===== src/slcfr_pkg.sv =====
// ----------------------------------------------------------------------------
// slcfr_pkg
// Shared types, codes and the CRC-16/CCITT-FALSE byte update for the receiver.
// ----------------------------------------------------------------------------
`default_nettype none
package slcfr_pkg;

   localparam int unsigned HDR_LEN = 5;
   localparam int unsigned CRC_LEN = 2;
   localparam logic [15:0] CRC_INIT = 16'hFFFF;
   localparam logic [15:0] CRC_POLY = 16'h1021;
   localparam logic [15:0] CRC_MSB = 16'h8000;

   localparam logic [7:0] SYNC1_RST = 8'hAA;
   localparam logic [7:0] SYNC2_RST = 8'h55;
   localparam logic [7:0] FTYPE_RST = 8'h01;
   localparam logic [5:0] PLEN_RST = 6'd11;

   typedef enum logic [1:0] {
      REG_SYNC1 = 2'd0,
      REG_SYNC2 = 2'd1,
      REG_FTYPE = 2'd2,
      REG_PLEN  = 2'd3
   } reg_idx_type;

   typedef struct packed {
      logic [7:0] sync1;
      logic [7:0] sync2;
      logic [7:0] ftype;
      logic [5:0] plen;
   } cfg_type;

   typedef enum logic [2:0] {
      ST_IDLE,
      ST_SCAN,
      ST_READ,
      ST_EVAL,
      ST_EREAD,
      ST_EOUT
   } state_type;

   typedef enum logic [2:0] {
      ACT_WAIT,
      ACT_NEXT,
      ACT_DROP,
      ACT_DONE,
      ACT_EMIT,
      ACT_REMOVE
   } act_type;

   function automatic logic [15:0] crc16_upd(input logic [15:0] crc, input logic [7:0] b);
      logic [15:0] c;
      c = crc ^ {b, 8'h00};
      for (int k = 0; k < 8; k++) begin
         if ((c & CRC_MSB) != 16'h0000) begin
            c = {c[14:0], 1'b0} ^ CRC_POLY;
         end else begin
            c = {c[14:0], 1'b0};
         end
      end
      return c;
   endfunction

endpackage
`default_nettype wire


===== src/slcfr_ram.sv =====
// ----------------------------------------------------------------------------
// slcfr_ram
// Generic single write port, single read port RAM with registered read data.
// ----------------------------------------------------------------------------
`default_nettype none
module slcfr_ram #(
   parameter int WIDTH = 8,
   parameter int DEPTH = 39
) (
   input  wire logic                     clock,
   input  wire logic                     we,
   input  wire logic [$clog2(DEPTH)-1:0] waddr,
   input  wire logic [WIDTH-1:0]         wdata,
   input  wire logic [$clog2(DEPTH)-1:0] raddr,
   output logic      [WIDTH-1:0]         rdata
);

   logic [WIDTH-1:0] mem_ff [DEPTH];

   always_ff @(posedge clock) begin
      if (we) begin
         mem_ff[waddr] <= wdata;
      end
      rdata <= mem_ff[raddr];
   end

endmodule
`default_nettype wire


===== src/slcfr_csr.sv =====
// ----------------------------------------------------------------------------
// slcfr_csr
// APB-style register file: sync bytes, frame type and payload length.
// ----------------------------------------------------------------------------
`default_nettype none
module slcfr_csr (
   input  wire logic        clock,
   input  wire logic        reset,
   input  wire logic        csr_psel,
   input  wire logic        csr_penable,
   input  wire logic        csr_pwrite,
   input  wire logic [3:0]  csr_paddr,
   input  wire logic [31:0] csr_pwdata,
   output logic      [31:0] csr_prdata,
   output logic             csr_pready,
   output slcfr_pkg::cfg_type cfg
);

   slcfr_pkg::cfg_type cfg_ff, cfg_in;
   slcfr_pkg::reg_idx_type sel;
   logic wr;

   assign csr_pready = 1'b1;
   assign sel = slcfr_pkg::reg_idx_type'(csr_paddr[3:2]);
   assign wr = csr_psel & csr_penable & csr_pwrite & csr_pready;
   assign cfg = cfg_ff;

   always_comb begin
      cfg_in = cfg_ff;
      if (wr) begin
         case (sel)
            slcfr_pkg::REG_SYNC1: cfg_in.sync1 = csr_pwdata[7:0];
            slcfr_pkg::REG_SYNC2: cfg_in.sync2 = csr_pwdata[7:0];
            slcfr_pkg::REG_FTYPE: cfg_in.ftype = csr_pwdata[7:0];
            slcfr_pkg::REG_PLEN:  cfg_in.plen  = csr_pwdata[5:0];
            default: cfg_in = cfg_ff;
         endcase
      end
   end

   always_comb begin
      case (sel)
         slcfr_pkg::REG_SYNC1: csr_prdata = {24'h0, cfg_ff.sync1};
         slcfr_pkg::REG_SYNC2: csr_prdata = {24'h0, cfg_ff.sync2};
         slcfr_pkg::REG_FTYPE: csr_prdata = {24'h0, cfg_ff.ftype};
         slcfr_pkg::REG_PLEN:  csr_prdata = {26'h0, cfg_ff.plen};
         default: csr_prdata = 32'h0;
      endcase
   end

   always_ff @(posedge clock) begin
      if (reset) begin
         cfg_ff.sync1 <= slcfr_pkg::SYNC1_RST;
         cfg_ff.sync2 <= slcfr_pkg::SYNC2_RST;
         cfg_ff.ftype <= slcfr_pkg::FTYPE_RST;
         cfg_ff.plen  <= slcfr_pkg::PLEN_RST;
      end else begin
         cfg_ff <= cfg_in;
      end
   end

endmodule
`default_nettype wire


===== src/slcfr_front.sv =====
// ----------------------------------------------------------------------------
// slcfr_front
// Input side: takes received bytes and holds them in a two-entry queue.
// ----------------------------------------------------------------------------
`default_nettype none
module slcfr_front (
   input  wire logic       clock,
   input  wire logic       reset,
   input  wire logic       req_tvalid,
   output logic            req_tready,
   input  wire logic [7:0] req_tdata,
   output logic            q_valid,
   output logic [7:0]      q_data,
   input  wire logic       q_pop
);

   logic [7:0] q_ff [2];
   logic       wp_ff, wp_in, rp_ff, rp_in;
   logic [1:0] cnt_ff, cnt_in;
   logic       push, pop;

   assign req_tready = (cnt_ff != 2'd2);
   assign q_valid = (cnt_ff != 2'd0);
   assign q_data = q_ff[rp_ff];
   assign push = req_tvalid & req_tready;
   assign pop = q_pop & q_valid;

   always_comb begin
      wp_in = push ? ~wp_ff : wp_ff;
      rp_in = pop ? ~rp_ff : rp_ff;
      cnt_in = cnt_ff + {1'b0, push} - {1'b0, pop};
   end

   always_ff @(posedge clock) begin
      if (push) begin
         q_ff[wp_ff] <= req_tdata;
      end
      if (reset) begin
         wp_ff <= 1'b0;
         rp_ff <= 1'b0;
         cnt_ff <= 2'd0;
      end else begin
         wp_ff <= wp_in;
         rp_ff <= rp_in;
         cnt_ff <= cnt_in;
      end
   end

endmodule
`default_nettype wire


===== src/slcfr_back.sv =====
// ----------------------------------------------------------------------------
// slcfr_back
// Frame search engine: circular byte buffer in RAM, rescans from the oldest
// byte, checks sync, type, length and CRC, then streams out the payload.
// ----------------------------------------------------------------------------
`default_nettype none
module slcfr_back #(
   parameter int MAX_PAYLOAD = 32
) (
   input  wire logic       clock,
   input  wire logic       reset,
   input  wire slcfr_pkg::cfg_type cfg,
   input  wire logic       q_valid,
   input  wire logic [7:0] q_data,
   output logic            q_pop,
   output logic            rsp_tvalid,
   input  wire logic       rsp_tready,
   output logic [15:0]     rsp_tdata,
   output logic            rsp_tlast
);

   localparam int BUF_LEN = MAX_PAYLOAD + 7;
   localparam int IW = $clog2(BUF_LEN);
   localparam int CW = $clog2(BUF_LEN + 1);

   slcfr_pkg::state_type state_ff, state_in;
   slcfr_pkg::act_type   act;

   logic [IW-1:0] hd_ff, hd_in;
   logic [CW-1:0] cnt_ff, cnt_in;
   logic [IW-1:0] idx_ff, idx_in;
   logic [15:0]   crc_ff, crc_in;
   logic          tmatch_ff, tmatch_in;
   logic [7:0]    lenlo_ff, lenlo_in;
   logic [7:0]    recvlo_ff, recvlo_in;

   logic          ov_ff, ov_in;
   logic [7:0]    ob_ff, ob_in;
   logic [4:0]    oi_ff, oi_in;
   logic          ol_ff, ol_in;

   logic [6:0]    pl7;
   logic [CW-1:0] flen;
   logic [CW:0]   idx_w;
   logic [7:0]    b;
   logic          out_free;
   logic          full;
   logic          we;
   logic [IW-1:0] waddr, raddr;
   logic [CW:0]   wsum, rsum, dsum;

   // effective payload length, clamped to MAX_PAYLOAD
   assign pl7 = ({1'b0, cfg.plen} > 7'(MAX_PAYLOAD)) ? 7'(MAX_PAYLOAD) : {1'b0, cfg.plen};
   assign flen = CW'(pl7) + CW'(7);
   assign idx_w = (CW+1)'(idx_ff);
   assign out_free = ~ov_ff | rsp_tready;
   assign full = (cnt_ff == CW'(BUF_LEN));

   // buffer write: the new byte lands after the held ones; when full it
   // overwrites the oldest slot and the head moves on
   assign we = (state_ff == slcfr_pkg::ST_IDLE) & q_valid;
   assign q_pop = we;
   assign wsum = (CW+1)'(hd_ff) + (CW+1)'(cnt_ff);
   assign waddr = full ? hd_ff
                : (wsum >= (CW+1)'(BUF_LEN)) ? IW'(wsum - (CW+1)'(BUF_LEN)) : IW'(wsum);
   assign rsum = (CW+1)'(hd_ff) + idx_w;
   assign raddr = (rsum >= (CW+1)'(BUF_LEN)) ? IW'(rsum - (CW+1)'(BUF_LEN)) : IW'(rsum);
   assign dsum = (CW+1)'(hd_ff) + (CW+1)'(flen);

   slcfr_ram #(.WIDTH(8), .DEPTH(BUF_LEN)) u_buf (
      .clock (clock),
      .we    (we),
      .waddr (waddr),
      .wdata (q_data),
      .raddr (raddr),
      .rdata (b)
   );

   // decision for the current cycle
   always_comb begin
      act = slcfr_pkg::ACT_WAIT;
      case (state_ff)
         slcfr_pkg::ST_EVAL: begin
            if (idx_ff == IW'(0)) begin
               if (b != cfg.sync1) act = slcfr_pkg::ACT_DROP;
               else if (cnt_ff == CW'(1)) act = slcfr_pkg::ACT_DONE;
               else act = slcfr_pkg::ACT_NEXT;
            end else if (idx_ff == IW'(1)) begin
               if (b != cfg.sync2) act = slcfr_pkg::ACT_DROP;
               else if (cnt_ff < CW'(5)) act = slcfr_pkg::ACT_DONE;
               else act = slcfr_pkg::ACT_NEXT;
            end else if (idx_ff == IW'(4)) begin
               if (!tmatch_ff || b != 8'h00 || lenlo_ff != 8'(pl7))
                  act = slcfr_pkg::ACT_DROP;
               else if (cnt_ff < flen) act = slcfr_pkg::ACT_DONE;
               else act = slcfr_pkg::ACT_NEXT;
            end else if (idx_w == (CW+1)'(flen) - (CW+1)'(1)) begin
               if ({b, recvlo_ff} != crc_ff) act = slcfr_pkg::ACT_DROP;
               else if (pl7 == 7'd0) act = slcfr_pkg::ACT_REMOVE;
               else act = slcfr_pkg::ACT_EMIT;
            end else begin
               act = slcfr_pkg::ACT_NEXT;
            end
         end
         slcfr_pkg::ST_EOUT: begin
            if (out_free) begin
               if (idx_w == (CW+1)'(flen) - (CW+1)'(3)) act = slcfr_pkg::ACT_REMOVE;
               else act = slcfr_pkg::ACT_NEXT;
            end
         end
         default: act = slcfr_pkg::ACT_WAIT;
      endcase
   end

   // next state
   always_comb begin
      state_in = state_ff;
      case (state_ff)
         slcfr_pkg::ST_IDLE:  if (q_valid) state_in = slcfr_pkg::ST_SCAN;
         slcfr_pkg::ST_SCAN:  state_in = (cnt_ff == CW'(0)) ? slcfr_pkg::ST_IDLE
                                                             : slcfr_pkg::ST_READ;
         slcfr_pkg::ST_READ:  state_in = slcfr_pkg::ST_EVAL;
         slcfr_pkg::ST_EVAL: begin
            case (act)
               slcfr_pkg::ACT_NEXT:   state_in = slcfr_pkg::ST_READ;
               slcfr_pkg::ACT_DROP:   state_in = slcfr_pkg::ST_SCAN;
               slcfr_pkg::ACT_EMIT:   state_in = slcfr_pkg::ST_EREAD;
               default:               state_in = slcfr_pkg::ST_IDLE;
            endcase
         end
         slcfr_pkg::ST_EREAD: state_in = slcfr_pkg::ST_EOUT;
         slcfr_pkg::ST_EOUT: begin
            case (act)
               slcfr_pkg::ACT_NEXT:   state_in = slcfr_pkg::ST_EREAD;
               slcfr_pkg::ACT_REMOVE: state_in = slcfr_pkg::ST_IDLE;
               default:               state_in = slcfr_pkg::ST_EOUT;
            endcase
         end
         default: state_in = slcfr_pkg::ST_IDLE;
      endcase
   end

   // datapath
   always_comb begin
      hd_in = hd_ff;
      cnt_in = cnt_ff;
      idx_in = idx_ff;
      crc_in = crc_ff;
      tmatch_in = tmatch_ff;
      lenlo_in = lenlo_ff;
      recvlo_in = recvlo_ff;
      ov_in = ov_ff & ~rsp_tready;
      ob_in = ob_ff;
      oi_in = oi_ff;
      ol_in = ol_ff;

      if (we) begin
         if (full) hd_in = (hd_ff == IW'(BUF_LEN - 1)) ? IW'(0) : hd_ff + IW'(1);
         else cnt_in = cnt_ff + CW'(1);
      end
      if (state_ff == slcfr_pkg::ST_SCAN) begin
         idx_in = IW'(0);
         crc_in = slcfr_pkg::CRC_INIT;
      end
      if (state_ff == slcfr_pkg::ST_EVAL) begin
         if (idx_ff == IW'(2)) tmatch_in = (b == cfg.ftype);
         if (idx_ff == IW'(3)) lenlo_in = b;
         if (idx_w == (CW+1)'(flen) - (CW+1)'(2)) recvlo_in = b;
         else if (idx_ff >= IW'(2)) crc_in = slcfr_pkg::crc16_upd(crc_ff, b);
      end
      if (state_ff == slcfr_pkg::ST_EOUT && out_free) begin
         ov_in = 1'b1;
         ob_in = b;
         oi_in = 5'(idx_ff - IW'(5));
         ol_in = (act == slcfr_pkg::ACT_REMOVE);
      end

      case (act)
         slcfr_pkg::ACT_NEXT: idx_in = idx_ff + IW'(1);
         slcfr_pkg::ACT_EMIT: idx_in = IW'(5);
         slcfr_pkg::ACT_DROP: begin
            hd_in = (hd_ff == IW'(BUF_LEN - 1)) ? IW'(0) : hd_ff + IW'(1);
            cnt_in = cnt_ff - CW'(1);
         end
         slcfr_pkg::ACT_REMOVE: begin
            hd_in = (dsum >= (CW+1)'(BUF_LEN)) ? IW'(dsum - (CW+1)'(BUF_LEN)) : IW'(dsum);
            cnt_in = cnt_ff - flen;
         end
         default: ;
      endcase
   end

   always_ff @(posedge clock) begin
      crc_ff <= crc_in;
      tmatch_ff <= tmatch_in;
      lenlo_ff <= lenlo_in;
      recvlo_ff <= recvlo_in;
      idx_ff <= idx_in;
      ob_ff <= ob_in;
      oi_ff <= oi_in;
      ol_ff <= ol_in;
      if (reset) begin
         state_ff <= slcfr_pkg::ST_IDLE;
         hd_ff <= IW'(0);
         cnt_ff <= CW'(0);
         ov_ff <= 1'b0;
      end else begin
         state_ff <= state_in;
         hd_ff <= hd_in;
         cnt_ff <= cnt_in;
         ov_ff <= ov_in;
      end
   end

   assign rsp_tvalid = ov_ff;
   assign rsp_tdata = {3'b000, oi_ff, ob_ff};
   assign rsp_tlast = ol_ff;

endmodule
`default_nettype wire


===== src/sync_length_crc_frame_receiver.sv =====
// Operation: a byte leaving the input queue is written into the buffer and starts a scan; the
// held bytes are then read and examined one at a time from the oldest on, a full frame check
// covering payload+7 bytes; after a mismatch the oldest byte is dropped and the scan restarts.
// After a passed check each payload byte is read, then registered out and held until taken.
// Throughput: one received byte per search; bytes are taken only in the idle state, not during a search or output.
// Reset: synchronous; empties the buffer and queue, registers take reset values.
// ----------------------------------------------------------------------------
// sync_length_crc_frame_receiver
// Sync/type/length/CRC-16 frame receiver that streams out accepted payloads.
// ----------------------------------------------------------------------------
`default_nettype none
module sync_length_crc_frame_receiver #(
   parameter int MAX_PAYLOAD = 32
) (
   input  wire logic        clock,
   input  wire logic        reset,
   input  wire logic        req_tvalid,
   output logic             req_tready,
   input  wire logic [7:0]  req_tdata,   // [7:0] rx_byte
   output logic             rsp_tvalid,
   input  wire logic        rsp_tready,
   output logic [15:0]      rsp_tdata,   // [7:0] payload_byte, [12:8] byte_index
   output logic             rsp_tlast,   // last_byte
   input  wire logic        csr_psel,
   input  wire logic        csr_penable,
   input  wire logic        csr_pwrite,
   input  wire logic [3:0]  csr_paddr,
   input  wire logic [31:0] csr_pwdata,
   output logic      [31:0] csr_prdata,
   output logic             csr_pready
);

   slcfr_pkg::cfg_type cfg;
   logic       q_valid, q_pop;
   logic [7:0] q_data;

   slcfr_csr u_csr (
      .clock       (clock),
      .reset       (reset),
      .csr_psel    (csr_psel),
      .csr_penable (csr_penable),
      .csr_pwrite  (csr_pwrite),
      .csr_paddr   (csr_paddr),
      .csr_pwdata  (csr_pwdata),
      .csr_prdata  (csr_prdata),
      .csr_pready  (csr_pready),
      .cfg         (cfg)
   );

   slcfr_front u_front (
      .clock      (clock),
      .reset      (reset),
      .req_tvalid (req_tvalid),
      .req_tready (req_tready),
      .req_tdata  (req_tdata),
      .q_valid    (q_valid),
      .q_data     (q_data),
      .q_pop      (q_pop)
   );

   slcfr_back #(.MAX_PAYLOAD(MAX_PAYLOAD)) u_back (
      .clock      (clock),
      .reset      (reset),
      .cfg        (cfg),
      .q_valid    (q_valid),
      .q_data     (q_data),
      .q_pop      (q_pop),
      .rsp_tvalid (rsp_tvalid),
      .rsp_tready (rsp_tready),
      .rsp_tdata  (rsp_tdata),
      .rsp_tlast  (rsp_tlast)
   );

endmodule
`default_nettype wire

===== config.mk =====
export PLATFORM = sky130hd
export DESIGN_NAME = sync_length_crc_frame_receiver
export DESIGN_NICKNAME = d
export VERILOG_FILES = /design/src/slcfr_pkg.sv /design/src/slcfr_ram.sv /design/src/slcfr_csr.sv /design/src/slcfr_front.sv /design/src/slcfr_back.sv /design/src/sync_length_crc_frame_receiver.sv
export SDC_FILE = /design/constraint.sdc
export NUM_CORES = 1
export LEC_CHECK = 0
export ABC_AREA = 1
export BUFFER_PORTS_ARGS = -buffer_cell sky130_fd_sc_hd__buf_2
export CORE_UTILIZATION = 50
export CTS_CLUSTER_DIAMETER = 60
export DETAILED_ROUTE_END_ITERATION = 7
export GPL_ROUTABILITY_DRIVEN = 0
export MAX_ROUTING_LAYER = met4
export PLACE_DENSITY = 0.67
export SYNTH_ARGS = -nofsm -noshare
export SYNTH_HDL_FRONTEND = slang
export SYNTH_SLANG_ARGS = --single-unit

===== constraint.sdc =====
create_clock -name clock -period 7.65 [get_ports clock]
set_input_delay 0 -clock clock [delete_from_list [all_inputs] [get_ports clock]]
set_output_delay 0 -clock clock [all_outputs]
set_load 0.1 [all_outputs]

# --- After elaboration in Yosys (flattened, before gate mapping) ---
# Memories as Yosys holds them, arrays and structs flattened. A register that Yosys moved wholly into a read port is not among the register bits.
# Cells that the tools add are included.
op_classes:
  div: 0
  order_cmp: 7
  bitwise: 20
  shift: 0
  reduce_logical: 23
  multipliers: 0
  add_sub_neg: 18
  muxes: 75
  eq_ne: 30
op_table:
  columns: ["cell", "count"]
  rows:
  - ["16-bit two-way mux", 25]
  - ["32-bit one-hot mux with 4 select lines", 1]
  - ["13-bit two-way mux", 8]
  - ["6-bit two-way mux", 11]
  - ["6-bit one-hot mux with 2 select lines", 3]
  - ["3-bit two-way mux", 11]
  - ["3-bit NOT", 8]
  - ["6-bit by 6-bit adder with 7-bit output", 3]
  - ["6-bit by 7-bit == test with 1-bit output", 3]
  - ["7-bit by 6-bit >= comparator with 1-bit output (second input constant)", 3]
  - ["6-bit by 1-bit adder with 6-bit output (second input constant)", 3]
  - ["3-bit one-hot mux with 6 select lines", 1]
  - ["2-bit AND reduction", 9]
  - ["6-bit subtractor (second input constant)", 3]
  - ["16-bit != test", 1]
  - ["8-bit != test", 2]
  - ["16-bit XOR", 1]
  - ["6-bit by 2-bit subtractor with 7-bit output (second input constant)", 2]
  - ["3-bit == test (second input constant)", 4]
  - ["6-bit by 1-bit == test with 1-bit output (second input constant)", 2]
  - ["6-bit by 2-bit == test with 1-bit output (second input constant)", 2]
  - ["6-bit == test (second input constant)", 2]
  - ["6-bit zero test", 2]
  - ["3-bit one-hot mux with 2 select lines", 2]
  - ["36 further kinds", 61]
word_totals:
  ramBits: 328
  regBits: 103
  latchBits: 0
  rom_bits: 0
  word_cells: 194
  n_memories: 2
  input_bits: 51
  out_inout_bits: 52
memory_table:
  columns: ["memory", "depth", "width", "read_ports", "rd_clocked_by_memory_dff", "wr", "line", "text"]
  rows:
  - ["u_back.u_buf.mem_ff", 39, 8, 1, 1, 1, "slcfr_ram.sv:18", "logic [WIDTH-1:0] mem_ff [DEPTH];"]
  - ["u_front.q_ff", 2, 8, 1, 1, 1, "slcfr_front.sv:17", "logic [7:0] q_ff [2];"]

# --- Longest topological paths before layout ---
# Gate-level depths: netlist of the first run.
depth:
  depth_word: 42
  depth_mapped: 29

# --- Hierarchy ---
# From an unflattened synthesis of the first run, not the netlist that was laid out.
unflattened:
  hier_cells: 2216
  hier_area_um2: 21583.2
by_module_without_submodules:
  columns: ["mod", "cells_per_inst", "n_inst", "area_per_inst_um2"]
  rows:
  - ["slcfr_ram", 1101, 1, 12988.7]
  - ["slcfr_back", 813, 1, 6105.9]
  - ["slcfr_csr", 241, 1, 1650.3]
  - ["slcfr_front", 61, 1, 838.3]

# --- Worst setup path before layout of the first run ---
# OpenSTA, ideal clock, no wires.
synth_timing:
  path_kind: "register to register"
  start: "register u_back.hd_ff[0]"
  end: "memory u_back.u_buf.mem_ff[0][0], enable pin"
  required_time_ps: 7280
  path_stages_with_launch: 19
  period_less_slack_ps: 3271
  setup_slack_ps: 4379
  arrival_ps: 2901
  cell_sequence: "dfxtp_1 -> ha_1 -> fa_1 -> nand3_1 -> nand2_1 -> or2_2 -> nand2_1 -> nand2_1 -> nor2_2 -> nand2_1 -> nand2_1 -> nand2_2 -> nand2_1 -> nand2_1 -> nand2_1 -> nand2_1 -> o21ai_0 -> nand2_1 -> nor2_1"
synth_between:
  elab_chain_cells: 4
  elab_cells_between_ends: 5
synth_lines:
  columns: ["item", "line", "text"]
  rows:
  - ["start, declared", "slcfr_back.sv:29", "logic [IW-1:0] hd_ff, hd_in;"]
  - ["start signal, assigned", "slcfr_back.sv:209", "hd_ff <= hd_in;"]
  - ["6-bit by 6-bit adder with 7-bit output", "slcfr_back.sv:63", "assign wsum = (CW+1)'(hd_ff) + (CW+1)'(cnt_ff);"]
  - ["6-bit subtractor or 7-bit by 6-bit >= comparator with 1-bit output (tied branches)", "slcfr_back.sv:65", ": (wsum >= (CW+1)'(BUF_LEN)) ? IW'(wsum - (CW+1)'(BUF_LEN)) : IW'(wsum);"]
  - ["6-bit two-way mux", "slcfr_back.sv:65", null]
  - ["6-bit two-way mux (*)", "slcfr_back.sv:64", "assign waddr = full ? hd_ff"]
  - ["end, declared", "slcfr_ram.sv:18", null]
# Every way passes the cells marked *; elsewhere a longest branch is shown, timed or not.

# --- Final worst setup path of the first run ---
layout_timing:
  start: "register u_back.idx_ff[0]"
  end: "register u_back.u_buf.rdata[7], read port of u_back.u_buf.mem_ff"
layout_between:
  elab_chain_cells: 3
  elab_cells_between_ends: 4
layout_lines:
  columns: ["item", "line", "text"]
  rows:
  - ["start, declared", "slcfr_back.sv:31", "logic [IW-1:0] idx_ff, idx_in;"]
  - ["start signal, assigned", "slcfr_back.sv:198", "idx_ff <= idx_in;"]
  - ["6-bit by 6-bit adder with 7-bit output (*)", "slcfr_back.sv:66", "assign rsum = (CW+1)'(hd_ff) + idx_w;"]
  - ["6-bit subtractor or 7-bit by 6-bit >= comparator with 1-bit output (tied branches)", "slcfr_back.sv:67", "assign raddr = (rsum >= (CW+1)'(BUF_LEN)) ? IW'(rsum - (CW+1)'(BUF_LEN)) : IW'(rsum);"]
  - ["6-bit two-way mux (*)", "slcfr_back.sv:67", null]
  - ["end, declared", "slcfr_ram.sv:15", "output logic [WIDTH-1:0] rdata"]
# Marked as above.
# A chain may end at the register's enable or synchronous reset.

==> results of run 1 <==
-- power groups by stage --
stage | Combinational, mW | Clock, mW | Sequential (mW)
after floorplan | 2.72 | 0 | 3.16
after global placement | 3.50 | 0 | 3.30
after detailed placement | 3.56 | 0 | 3.31
after CTS | 3.59 | 2.28 | 3.26
after global routing | 4.01 | 2.36 | 3.29
final | 3.61 | 2.24 | 3.26
-- worst paths after layout --
path	cells past startpoint	to	slack (ns)
worst max-delay path	17	u_back.u_buf.rdata[7]	2.91
worst max register to register	17	u_back.u_buf.rdata[7]	2.91
worst min-delay path	5	u_csr.cfg[23]	0.05
worst min register to register	1	u_front.rp_ff	0.46
-- kinds of logic (layout without fill, tap and decap cells) --
kind of cell / count (synthesis) / after routing
and+or+nand+nor: 1181 / 1181
buffers and inverters: 441 / 501
DFF: 440 / 440
AOI/OAI and AO/OA: 173 / 173
xor gates and xnor gates: 93 / 93
adders and majority gates: 48 / 48
muxes: 9 / 9
other: 2 / 28
-- area by class of cell --
cell class,instances,share of cell area (%)
flip-flops and latches,440,51.13
well taps,585,3.003
inverters,334,5.185
multi-input cells,1532,32.23
clock inverters,26,0.9549
repair buffers,81,2.249
clock buffers,60,5.242
-- flip-flops by register name (all words and copies together) (netlist names), 2 cells and up, named ones only --
| signal | count |
|---|---|
| u_front.cnt_ff | 2 |
| u_back.idx_ff | 6 |
| u_back.lenlo_ff | 8 |
| u_csr.cfg | 30 |
| u_back.hd_ff | 6 |
| u_back.oi_ff | 5 |
| u_back.cnt_ff | 6 |
| u_back.ob_ff | 8 |
| u_back.recvlo_ff | 8 |
| u_back.u_buf.mem_ff | 312 |
| u_back.crc_ff | 16 |
| u_back.state_ff | 3 |
| u_back.u_buf.rdata | 8 |
| u_front.q_ff | 16 |
-- critical path, delay by kind of cell (launching register included) --
| family | cells | cell delay (ns) |
|---|---|---|
| buffers and inverters | 1 | 0.67 |
| DFF | 1 | 0.50 |
| adders and majority gates | 3 | 1.18 |
| and+or+nand+nor | 13 | 2.20 |
-- cell usage after synthesis, drive strengths merged, types with 2 or more instances --
master	n	area (um^2)
a211oi	2	15.01
a21oi	43	230.2
a31oi	3	18.77
buf	81	551.8
clkbuf	26	97.59
conb	2	7.510
dfxtp	75	1501
edfxtp	365	10960
fa	4	80.08
ha	44	550.5
inv	333	1260
mux2	9	101.4
nand2	607	2349
nand3	312	1599
nand3b	5	37.54
nand4	22	137.6
nor2	200	775.8
nor3	18	90.09
nor4	2	12.51
o2111ai	6	52.55
o211ai	20	150.1
o21a	2	15.01
o21ai	78	412.9
o22ai	8	50.05
o31ai	6	45.04
or2	13	81.33
xnor2	49	436.7
xor2	44	434.2
-- per-layer routing --
layer | GRT usage, % | part of all wire (%)
met5 | - | 0
met4 | 9.179 | 3.0
met3 | 3.338 | 6.1
met2 | 41.55 | 50
met1 | 30.55 | 41
-- metrics by stage --
stage | hold WS (ns) | std cells
6_report | 0.04553 | 3058
5_1_grt | 0.08635 | 3058
4_1_cts | 0.001453 | 3058
3_5_place_dp | 0.1979 | 2948
3_3_place_gp | 0.1890 | 2948
2_1_floorplan | 0.06907 | 2413
-- repair_timing --
item                                   4_1_cts  5_1_grt
hold buffers                                24        0
endpoints found under the hold margin       68        0
gates resized for setup                      0        0
==> impl_results.md, run 1 <==
- Cell Area, Synth: 22110 um^2
- Synth Register Bits: 440
- Placed wire-length estimate: 33640 um
- Combinational power share: 39.6%
- Min Tclk post-route: 4.741 ns
- Pwr Total: 9.108 mW
- Internal power: 5.342 mW
- P per Cell Area: 373.7 nW/um^2
- Clock root buffer: clkbuf_16
- Yosys warns: 0
- Seq pwr share: 35.8%
- Post-synth EDFFs: 365
- Ys async rst share: 0%
- # IOs: 103
- # port buffers: 48
- Commonest non-fill, non-tap cell in the layout: nand2_1
- FP Rows: 76
- Worst rel slew slack: 25.48%
- CTS max path bufs: 3
- Type of origin of the critical path: flop
- Core area: 43360 um^2
- Post-synthesis mux area share: 0.4584%
- Synth Area in Adders: 2.852%
- Clk slew on worst S/H paths: 0.06 ns
- Worst Skew: 0.01502 ns
- Multi-input gate area: 7855 um^2
- Avg Inst Size Synth: 9.263 um^2
- Clock power share: 24.6%
- Tot GR Track Use: 24.75%
- Post-CTS Setup Bufs: 0
- Chip Height: 212.3 um
- TritonCTS clock tree: built
- Filler cell count in the final layout: 3792
- Critical Path Most Common Cell: nand3_1
- Violation count after the first detailed-route iteration: 1534
- DP Area: 22620 um^2
- Commonest cells after routing, fill and taps aside: 587 x nand2_1, 365 x edfxtp_1, 326 x inv_1, 306 x nand3_1, 196 x nor2_1
- Hold crit path type: in2reg
- Setup TNS Final: 0 ns
- H-tree Lvls: 2
- Synth cell types: 56
- Vias per std cell: 5.284
- WL per Instance: 17.27 um
- Slew Limit Fails: 0
- ANT nets after route: 0
- Final wirelength: 52800 um
- Fin nets: 2535
- Static Leak: 10.24 nW
- CTS Buf Count: 47
- Crit path launch: u_back.idx_ff[0]
- Share of layout cells above drive strength 1: 7.845%
- Critical path data arrival time: 5.22 ns
- Setup violation total in the final timing report: 0
- # DRC: 0
- CP endpoint kind: flop
- Seq/Total Area, Yosys: 56.36%
- Number of global-route vias before repair: 15560
- CP max FO: 88
- Status: finished, final reports clean
- Via count: 16160
- Worst-margin pin slew: 1.109 ns
- Worst EP required: 8.13 ns
- Synth Area in Compound Gates: 4.657%
- Reg2reg start: u_back.idx_ff[0]
- Largest net degree at the start of global routing: 89
- Syn Inst Count: 2387
- Core Util, Final: 56.20%
- GR Overflow Total: 0
- Largest family of logic cells by synthesized area: simple AND/OR/NAND/NOR gates
- # diodes: 0
- Horiz. Die Dim: 212.3 um
- Pre-CTS WS: 2.980 ns
- Final instance area: 24370 um^2
- Maxcap violations: 0
- Initial Util: 50.99%
- Unrepaired setup endpoints after global routing: false
- Max Fclk: 210.9 MHz
- Post-route clock period utilization: 61.97%
- Worst path max stage delay: 0.74 ns
- Hold Fails Final Rpt: 0
- Initial antenna violation count: 0
- CTS Sinks: 440
- Pre-antenna DRT Iters: 7
- Post-Synth XOR/XNOR Area: 3.939%
- Post-Synth Simple-Gate Area: 23.04%
- Peak VDD IR: 0.0001985 V
- Psw: 3.765 mW
- Category of the most critical setup path: reg2reg
- DIE AREA: 45060 um^2
- Slowest cell on the critical path: nand2_4
- Main flop type after synthesis: edfxtp_1
- Final worst setup slack: 2.909 ns
- Syn-to-layout area delta: 10.23%
- Skew-Pair Late Insertion Delay: 0.60 ns
- Critical-path cell list: ha_1 > fa_1 > ha_1 > nand2_1 > nand4_1 > nand2_2 > nand2_4 > nand2_1 > nand2_4 > buf_4 > nand2_1 > nand3_1 > nand3_1 > nand3_1 > nand3_1 > nand3_1 > nand2_1
- Global-route wire length before repair: 83530 um
- Worst Hold Launch: csr_pwrite
- Net Sw Frac: 41.34%
- Reg area: 12460 um^2
No activity file was read; power rests on OpenSTA's default activity.
==> run 2, diff against run 1 <==
--- a/config.mk
+++ b/config.mk
@@ -12,7 +12,7 @@
 export DETAILED_ROUTE_END_ITERATION = 7
 export GPL_ROUTABILITY_DRIVEN = 0
 export MAX_ROUTING_LAYER = met4
-export PLACE_DENSITY = 0.67
+export PLACE_DENSITY = 0.7
 export SYNTH_ARGS = -nofsm -noshare
 export SYNTH_HDL_FRONTEND = slang
 export SYNTH_SLANG_ARGS = --single-unit
==> constraint.sdc (replaced) <==
create_clock -name clock -period 4 [get_ports clock]
set_input_delay 0 -clock clock [delete_from_list [all_inputs] [get_ports clock]]
set_output_delay 0 -clock clock [all_outputs]
set_load 0.1 [all_outputs]
==> impl_results.md, run 2 (synthesized netlist as in run 1, its figures left out) <==
- Critical Path Most Common Cell: nand3_1 (unchanged)
- # port buffers: 48 (unchanged)
- Final Non-Filler Cells: 3128 (was 3058)
- # IOs: 103 (unchanged)
- Horiz. Die Dim: 212.3 um (unchanged)
- Worst path max stage delay: 0.64 ns (was 0.74 ns)
- Filler cell count in the final layout: 3693 (was 3792)
- Global-route wire length before repair: 84590 um (was 83530 um)
- Pre-antenna DRT Iters: 6 (was 7)
- CP endpoint kind: flop (unchanged)
- Commonest cells after routing, fill and taps aside: 587 x nand2_1, 365 x edfxtp_1, 326 x inv_1, 305 x nand3_1, 196 x nor2_1 (was 587 x nand2_1, 365 x edfxtp_1, 326 x inv_1, 306 x nand3_1, 196 x nor2_1)
- Chip Height: 212.3 um (unchanged)
- Fin nets: 2607 (was 2535)
- DP Area: 23260 um^2 (was 22620 um^2)
- Hold Fails Final Rpt: 0 (unchanged)
- Worst rel slew slack: 28.38% (was 25.48%)
- DIE AREA: 45060 um^2 (unchanged)
- Worst path top cell family by delay: simple AND/OR/NAND/NOR gates (unchanged)
- P per Cell Area: 710.9 nW/um^2 (was 373.7 nW/um^2)
- Initial antenna violation count: 0 (unchanged)
- FP Rows: 76 (unchanged)
- WL per Instance: 17.01 um (was 17.27 um)
- Status: finished, final reports clean (unchanged)
- Hold crit path type: in2reg (unchanged)
- # diodes: 0 (unchanged)
- Violation count after the first detailed-route iteration: 1515 (was 1534)
- Buffers plus inverters on the worst setup path: 1 (unchanged)
- Type of origin of the critical path: flop (unchanged)
- Placed wire-length estimate: 35090 um (was 33640 um)
- Slowest cell on the critical path: fa_1 (was nand2_4)
- Max Fclk: 265.7 MHz (was 210.9 MHz)
- Worst-margin pin slew: 1.070 ns (was 1.109 ns)
- Worst EP required: 4.47 ns (was 8.13 ns)
- Setup violation total in the final timing report: 0 (unchanged)
- Reg area: 12460 um^2 (unchanged)
- DP Cell Count: 3023 (was 2948)
- Via count: 16620 (was 16160)
- CP max FO: 27 (was 88)
- CTS max path bufs: 3 (unchanged)
- H-tree Lvls: 2 (unchanged)
- TritonCTS clock tree: built (unchanged)
- Number of global-route vias before repair: 16190 (was 15560)
- Skew-Pair Late Insertion Delay: 0.60 ns (about the same)
- Category of the most critical setup path: reg2reg (unchanged)
- Largest net degree at the start of global routing: 76 (was 89)
- Maxcap violations: 0 (unchanged)
- ANT nets after route: 0 (unchanged)
- Peak VDD IR: 0.0003627 V (was 0.0001985 V)
- Setup TNS Final: 0 ns (unchanged)
- Biggest register: u_back.u_buf.mem_ff (unchanged)
- Max reg flops: 312 (unchanged)
- Final instance area: 24960 um^2 (was 24370 um^2)
- Core Util, Final: 57.57% (was 56.20%)
- Unrepaired setup endpoints after global routing: false (unchanged)
- CTS Buf Count: 46 (was 47)
- Critical path data arrival time: 4.23 ns (was 5.22 ns)
- Vias per std cell: 5.312 (was 5.284)
- Final wirelength: 53220 um (was 52800 um)
- Clock root buffer: clkbuf_16 (unchanged)
- Share of layout cells above drive strength 1: 10.66% (was 7.845%)
- # DRC: 0 (unchanged)
- Min Tclk post-route: 3.764 ns (was 4.741 ns)
- Post-route clock period utilization: 94.10% (was 61.97%)
- Commonest non-fill, non-tap cell in the layout: nand2_1 (unchanged)
- Critical-path cell list: ha_1 > fa_1 > ha_1 > nand2_1 > nand4_1 > nand2_2 > nand2_4 > nand2_1 > nand2_4 > buf_4 > nand2_1 > nand3_1 > nand3_1 > nand3_1 > nand3_1 > nand3_1 > nand2_1 (unchanged)
- Slew Limit Fails: 0 (unchanged)
- CTS Sinks: 440 (unchanged)
- Tot GR Track Use: 24.83% (was 24.75%)
- GR Overflow Total: 0 (unchanged)
- Initial Util: 50.99% (unchanged)
- Multi-input gate area: 7863 um^2 (was 7855 um^2)
- Core area: 43360 um^2 (unchanged)
- Worst Skew: 0.01776 ns (was 0.01502 ns)
- Static Leak: 10.65 nW (was 10.24 nW)
- Clk slew on worst S/H paths: 0.06 ns (about the same)
- Syn-to-layout area delta: 12.90% (was 10.23%)
run 2: routing by layer:
layer	up-vias	global-route usage, %	wire (um)
met2	559	40.64	25710
met4	0	10.07	1908
met1	7877	31.03	22450
met3	144	3.604	3152
li1	8037	-	-
met5	-	-	0
run 2: power by group:
| part | internal, mW | switching (mW) |
|---|---|---|
| combinational | 2.27 | 5.15 |
| sequential | 5.78 | 0.324 |
| clock | 2.45 | 1.77 |
run 2: layout make-up:
class / count / area share (%)
Sequential cell: 440 / 49.93
Multi-Input combinational cell: 1532 / 31.50
Inverter: 334 / 5.063
Clock buffer: 56 / 4.932
Timing Repair Buffer: 154 / 4.662
Tap cell: 585 / 2.932
Clock inverter: 27 / 0.9875
run 2: worst paths after layout:
check                                      start               endpoint  slack (ns)  depth (start not counted)
worst min-delay path                csr_paddr[3]           u_csr.cfg[1]        0.05                          5
worst min register to register     u_front.rp_ff          u_front.rp_ff        0.46                          1
worst max-delay path            u_back.idx_ff[0]  u_back.u_buf.rdata[1]        0.24                         17
worst max register to register  u_back.idx_ff[0]  u_back.u_buf.rdata[1]        0.24                         17
run 2: timing repair:
action / in CTS / in global routing
buffers inserted: 0 / 1
endpoints found under the hold margin: 60 / 0
setup endpoints to repair: 0 / 10
hold buffers: 21 / 0
gates resized for setup: 0 / 2
run 2: through the flow:
step / setup slack, ns / power (mW) / hold slack [ns]
2_1_floorplan: 0.7292 / 11.24 / 0.06907
3_3_place_gp: 0.3717 / 13.29 / 0.1875
3_5_place_dp: 0.2743 / 13.49 / 0.1907
4_1_cts: 0.2481 / 17.77 / 0.009745
5_1_grt: 0.003848 / 18.77 / 0.08047
6_report: 0.2359 / 17.74 / 0.04871
run 2: tightest hold or removal path: stages:
cell and delay [ns]:
buf_2 0.13, nand2_1 0.17, nor2_1 0.14, nand2_1 0.08
nand3_1 0.07
==> run 3, diff against run 2 <==
--- a/config.mk
+++ b/config.mk
@@ -7,12 +7,15 @@
 export LEC_CHECK = 0
 export ABC_AREA = 1
 export BUFFER_PORTS_ARGS = -buffer_cell sky130_fd_sc_hd__buf_2
-export CORE_UTILIZATION = 50
+export CELL_PAD_IN_SITES_DETAIL_PLACEMENT = 0
+export CELL_PAD_IN_SITES_GLOBAL_PLACEMENT = 1
+export CORE_UTILIZATION = 44
 export CTS_CLUSTER_DIAMETER = 60
 export DETAILED_ROUTE_END_ITERATION = 7
 export GPL_ROUTABILITY_DRIVEN = 0
 export MAX_ROUTING_LAYER = met4
-export PLACE_DENSITY = 0.7
+export PLACE_DENSITY_LB_ADDON = 0.1
 export SYNTH_ARGS = -nofsm -noshare
 export SYNTH_HDL_FRONTEND = slang
+export SYNTH_HIERARCHICAL = 1
 export SYNTH_SLANG_ARGS = --single-unit
==> impl_results.md, run 3 <==
- Status: finished, final reports clean (unchanged)
- Hold crit path type: in2reg (unchanged)
- Main flop type after synthesis: edfxtp_1 (unchanged)
- Reg2reg start: u_back/hd_ff[0] (was u_back.idx_ff[0])
- FP Rows: 80 (was 76)
- Post-synth top cells: 568 x nand2_1, 365 x edfxtp_1, 313 x nand3_1, 189 x nor2_1, 152 x inv_1 (was 589 x nand2_1, 365 x edfxtp_1, 326 x inv_1, 306 x nand3_1, 196 x nor2_1)
- Biggest register: u_back/u_buf/mem_ff (was u_back.u_buf.mem_ff)
- Hold Fails Final Rpt: 0 (unchanged)
- Chip Height: 223.5 um (was 212.3 um)
- Critical-path cell list: buf_4 > ha_1 > fa_1 > a21oi_1 > o21ai_0 > xnor2_1 > buf_4 > nand3_1 > o21bai_1 > nand2_2 > xor2_4 > buf_6 > buf_16 > nand2_1 > nand3_1 > nand3_1 > nand2_1 > nand2_1 > nand3_1 > nand3_2 > nand2_1 (was ha_1 > fa_1 > ha_1 > nand2_1 > nand4_1 > nand2_2 > nand2_4 > nand2_1 > nand2_4 > buf_4 > nand2_1 > nand3_1 > nand3_1 > nand3_1 > nand3_1 > nand3_1 > nand2_1)
- Tot GR Track Use: 22.66% (was 24.83%)
- Filler cell count in the final layout: 4336 (was 3693)
- CTS max path bufs: 3 (unchanged)
- Min Tclk post-route: 3.781 ns (was 3.764 ns)
- DP Cell Count: 2900 (was 3023)
- Worst Hold Launch: csr_pwrite (was csr_paddr[3])
- GR Overflow Total: 0 (unchanged)
- Yosys warns: 6 (was 0)
- Core area: 48050 um^2 (was 43360 um^2)
- Skew-Pair Late Insertion Delay: 0.60 ns (about the same)
- Synth top area share: 50.78% (was 49.57%)
- Worst EP required: 4.52 ns (was 4.47 ns)
- Top cells by area, synth: edfxtp_1 51%, nand2_1 9.9%, nand3_1 7.3% (was edfxtp_1 50%, nand2_1 10%, nand3_1 6.9%)
- Max reg flops: 312 (unchanged)
- Via count: 15810 (was 16620)
- Vias per std cell: 5.196 (was 5.312)
- Maxcap violations: 0 (unchanged)
- # diodes: 0 (unchanged)
- R2R depth: 21 (was 17)
- Critical path data arrival time: 4.30 ns (was 4.23 ns)
- Largest net degree at the start of global routing: 84 (was 76)
- TritonCTS clock tree: built (unchanged)
- Peak VDD IR: 0.0004026 V (was 0.0003627 V)
- Final wirelength: 56680 um (was 53220 um)
- Setup TNS Final: 0 ns (unchanged)
- Initial antenna violation count: 0 (unchanged)
- Pre-antenna DRT Iters: 4 (was 6)
- Syn-to-layout area delta: 16.88% (was 12.90%)
- P per Cell Area: 741.4 nW/um^2 (was 710.9 nW/um^2)
- Ys async rst share: 0% (unchanged)
- # DRC: 0 (unchanged)
- Static Leak: 10.02 nW (was 10.65 nW)
- Share of layout cells above drive strength 1: 14.34% (was 10.66%)
- Worst rel slew slack: 23.68% (was 28.38%)
- Max Fclk: 264.5 MHz (was 265.7 MHz)
- Commonest non-fill, non-tap cell in the layout: nand2_1 (unchanged)
- Final Non-Filler Cells: 3042 (was 3128)
- Worst path max stage delay: 0.40 ns (was 0.64 ns)
- Most frequent cell after synthesis: nand2_1 (unchanged)
- Buffers plus inverters on the worst setup path: 4 (was 1)
- DIE AREA: 49940 um^2 (was 45060 um^2)
- Category of the most critical setup path: reg2reg (unchanged)
- CP max FO: 32 (was 27)
- Type of origin of the critical path: flop (unchanged)
- Critical R2R Capture: u_back/u_buf/rdata[0] (was u_back.u_buf.rdata[1])
- Number of global-route vias before repair: 14900 (was 16190)
- Syn Inst Count: 2216 (was 2387)
- # IOs: 103 (unchanged)
- Worst-margin pin slew: 1.136 ns (was 1.070 ns)
- Fin nets: 2490 (was 2607)
- # port buffers: 48 (unchanged)
- Met2 Routed Length: 27720 um (was 25710 um)
- Met3 WL: 2262 um (was 3152 um)
- Largest area contributor in the netlist: edfxtp_1 (unchanged)
- Horiz. Die Dim: 223.5 um (was 212.3 um)
- Post-synth EDFFs: 365 (unchanged)
- Clk slew on worst S/H paths: 0.06 ns (about the same)
- WL per Instance: 18.63 um (was 17.01 um)
- Commonest cells after routing, fill and taps aside: 567 x nand2_1, 365 x edfxtp_1, 307 x nand3_1, 181 x nor2_1, 152 x inv_1 (was 587 x nand2_1, 365 x edfxtp_1, 326 x inv_1, 305 x nand3_1, 196 x nor2_1)
- Clock root buffer: clkbuf_16 (unchanged)
- Synth cell types: 59 (was 56)
- M1 wire length: 25050 um (was 22450 um)
- Initial Util: 44.92% (was 50.99%)
- Synth Register Bits: 440 (unchanged)
- CTS Buf Count: 49 (was 46)
- Violation count after the first detailed-route iteration: 1095 (was 1515)
- Seq/Total Area, Yosys: 57.74% (was 56.36%)
- Worst path top cell family by delay: simple AND/OR/NAND/NOR gates (unchanged)
- Crit path depth: 21 (was 17)
- Slew Limit Fails: 0 (unchanged)
- Slowest cell on the critical path: fa_1 (unchanged)
- Placed wire-length estimate: 35390 um (was 35090 um)
- Worst Skew: 0.02309 ns (was 0.01776 ns)
- Hold depth: 6 (was 5)
- Global-route wire length before repair: 84590 um (unchanged)
- R2r setup slk: 0.22 ns (was 0.24 ns)
- Setup violation total in the final timing report: 0 (unchanged)
- Post-route clock period utilization: 94.53% (was 94.10%)
- CTS Sinks: 440 (unchanged)
- Top sig layer: met4 (unchanged)
- CP endpoint kind: flop (unchanged)
- H-tree Lvls: 2 (unchanged)
- Cell Area, Synth: 21580 um^2 (was 22110 um^2)
- ANT nets after route: 0 (unchanged)
- Hold EP: u_csr/cfg[7] (was u_csr.cfg[1])
- Avg Inst Size Synth: 9.740 um^2 (was 9.263 um^2)
[run 3: cell types whose count changed in the layout (fill, tap and decap cells not counted), sizes merged, moves of 7 or more]
| cell | previous run | this run |
|---|---|---|
| xor2 | 44 | 54 |
| o21ai | 78 | 70 |
| nor4 | 2 | 11 |
| nand4 | 22 | 39 |
| clkbuf | 56 | 67 |
| o211ai | 20 | 9 |
| nor3 | 18 | 28 |
| a21oi | 43 | 34 |
| nand3 | 312 | 320 |
| nand2 | 607 | 585 |
| inv | 336 | 161 |
| o22ai | 8 | 1 |
| dlygate4sd3 | 21 | 38 |
| buf | 133 | 171 |
[run 3: worst max path at each step]
stage                      from                          to  slack [ns]
3_5_place_dp   u_back/cnt_ff[0]  u_back/u_buf/mem_ff[35][5]        0.04
6_report        u_back/hd_ff[0]       u_back/u_buf/rdata[0]        0.22
2_1_floorplan   u_back/hd_ff[0]  u_back/u_buf/mem_ff[20][0]        0.12
4_1_cts        u_back/cnt_ff[0]  u_back/u_buf/mem_ff[35][2]        0.03
3_3_place_gp    u_back/hd_ff[0]       u_back/u_buf/rdata[0]        0.10
5_1_grt         u_back/hd_ff[0]       u_back/u_buf/rdata[4]       -0.04
[run 3: metrics by stage]
stage          worst slack (ns)  hold slack (ns)  utilization, %  total power, mW  instance area (um^2)
3_5_place_dp            0.04258           0.1950           47.65            13.77                 22890
6_report                 0.2190          0.01924           52.51            18.70                 25230
3_3_place_gp             0.1014           0.1888           47.65            13.73                 22890
2_1_floorplan            0.1216          0.06244               -            11.40                 21680
4_1_cts                 0.03059         0.003043           51.63            18.18                 24810
5_1_grt                -0.03633          0.06941           52.51            19.86                 25230
[run 3: what timing repair did]
item                                    CTS  global route
buffers inserted                          0            12
endpoints found under the hold margin    71             0
hold buffers                             38             0
resized for setup                         0            49
endpoints found under the setup margin    0           184
[run 3: cell type report]
type,instances,area [um^2],area share (%)
Multi-Input combinational cell,1523,8019,31.79
Clock inverter,25,260.3,1.032
Sequential cell,440,12460,49.40
Clock buffer,61,1271,5.039
Inverter,163,625.6,2.480
Tap cell,615,769.5,3.050
Timing Repair Buffer,215,1819,7.212
[run 3: cell families after synthesis]
| kind of cell | Yosys count | share of synthesized area [%] |
|---|---|---|
| simple gates | 1206 | 24.83 |
| buf+inv | 278 | 6.330 |
| mux | 9 | 0.4696 |
| compound gates | 132 | 3.542 |
| other cells | 3 | 0.05217 |
| fa+ha+maj | 47 | 2.864 |
| xor+xnor | 101 | 4.168 |
| flops | 440 | 57.74 |
[run 3: worst register-to-register path: stages (launching register included)]
cell	delay (ns)
dfxtp_1	0.31
buf_4	0.17
ha_1	0.23
fa_1	0.40
a21oi_1	0.14
o21ai_0	0.15
xnor2_1	0.20
buf_4	0.15
nand3_1	0.10
o21bai_1	0.18
nand2_2	0.15
xor2_4	0.31
buf_6	0.19
buf_16	0.19
nand2_1	0.11
nand3_1	0.12
nand3_1	0.12
nand2_1	0.15
nand2_1	0.07
nand3_1	0.10
nand3_2	0.11
nand2_1	0.08
[run 3: layer usage]
| metal | vias to the layer above | track usage [%] |
|---|---|---|
| li1 | 7801 | - |
| met1 | 7584 | 28.77 |
| met2 | 324 | 37.49 |
| met3 | 97 | 2.911 |
| met4 | 0 | 7.601 |
| met5 | - | - |
[run 3: power by group]
part	switching (mW)	internal (mW)	leakage (nW)
clock	1.82	2.51	0.750
combinational	5.61	2.77	5.36
sequential	0.328	5.66	3.91
total	7.76	10.9	10.0
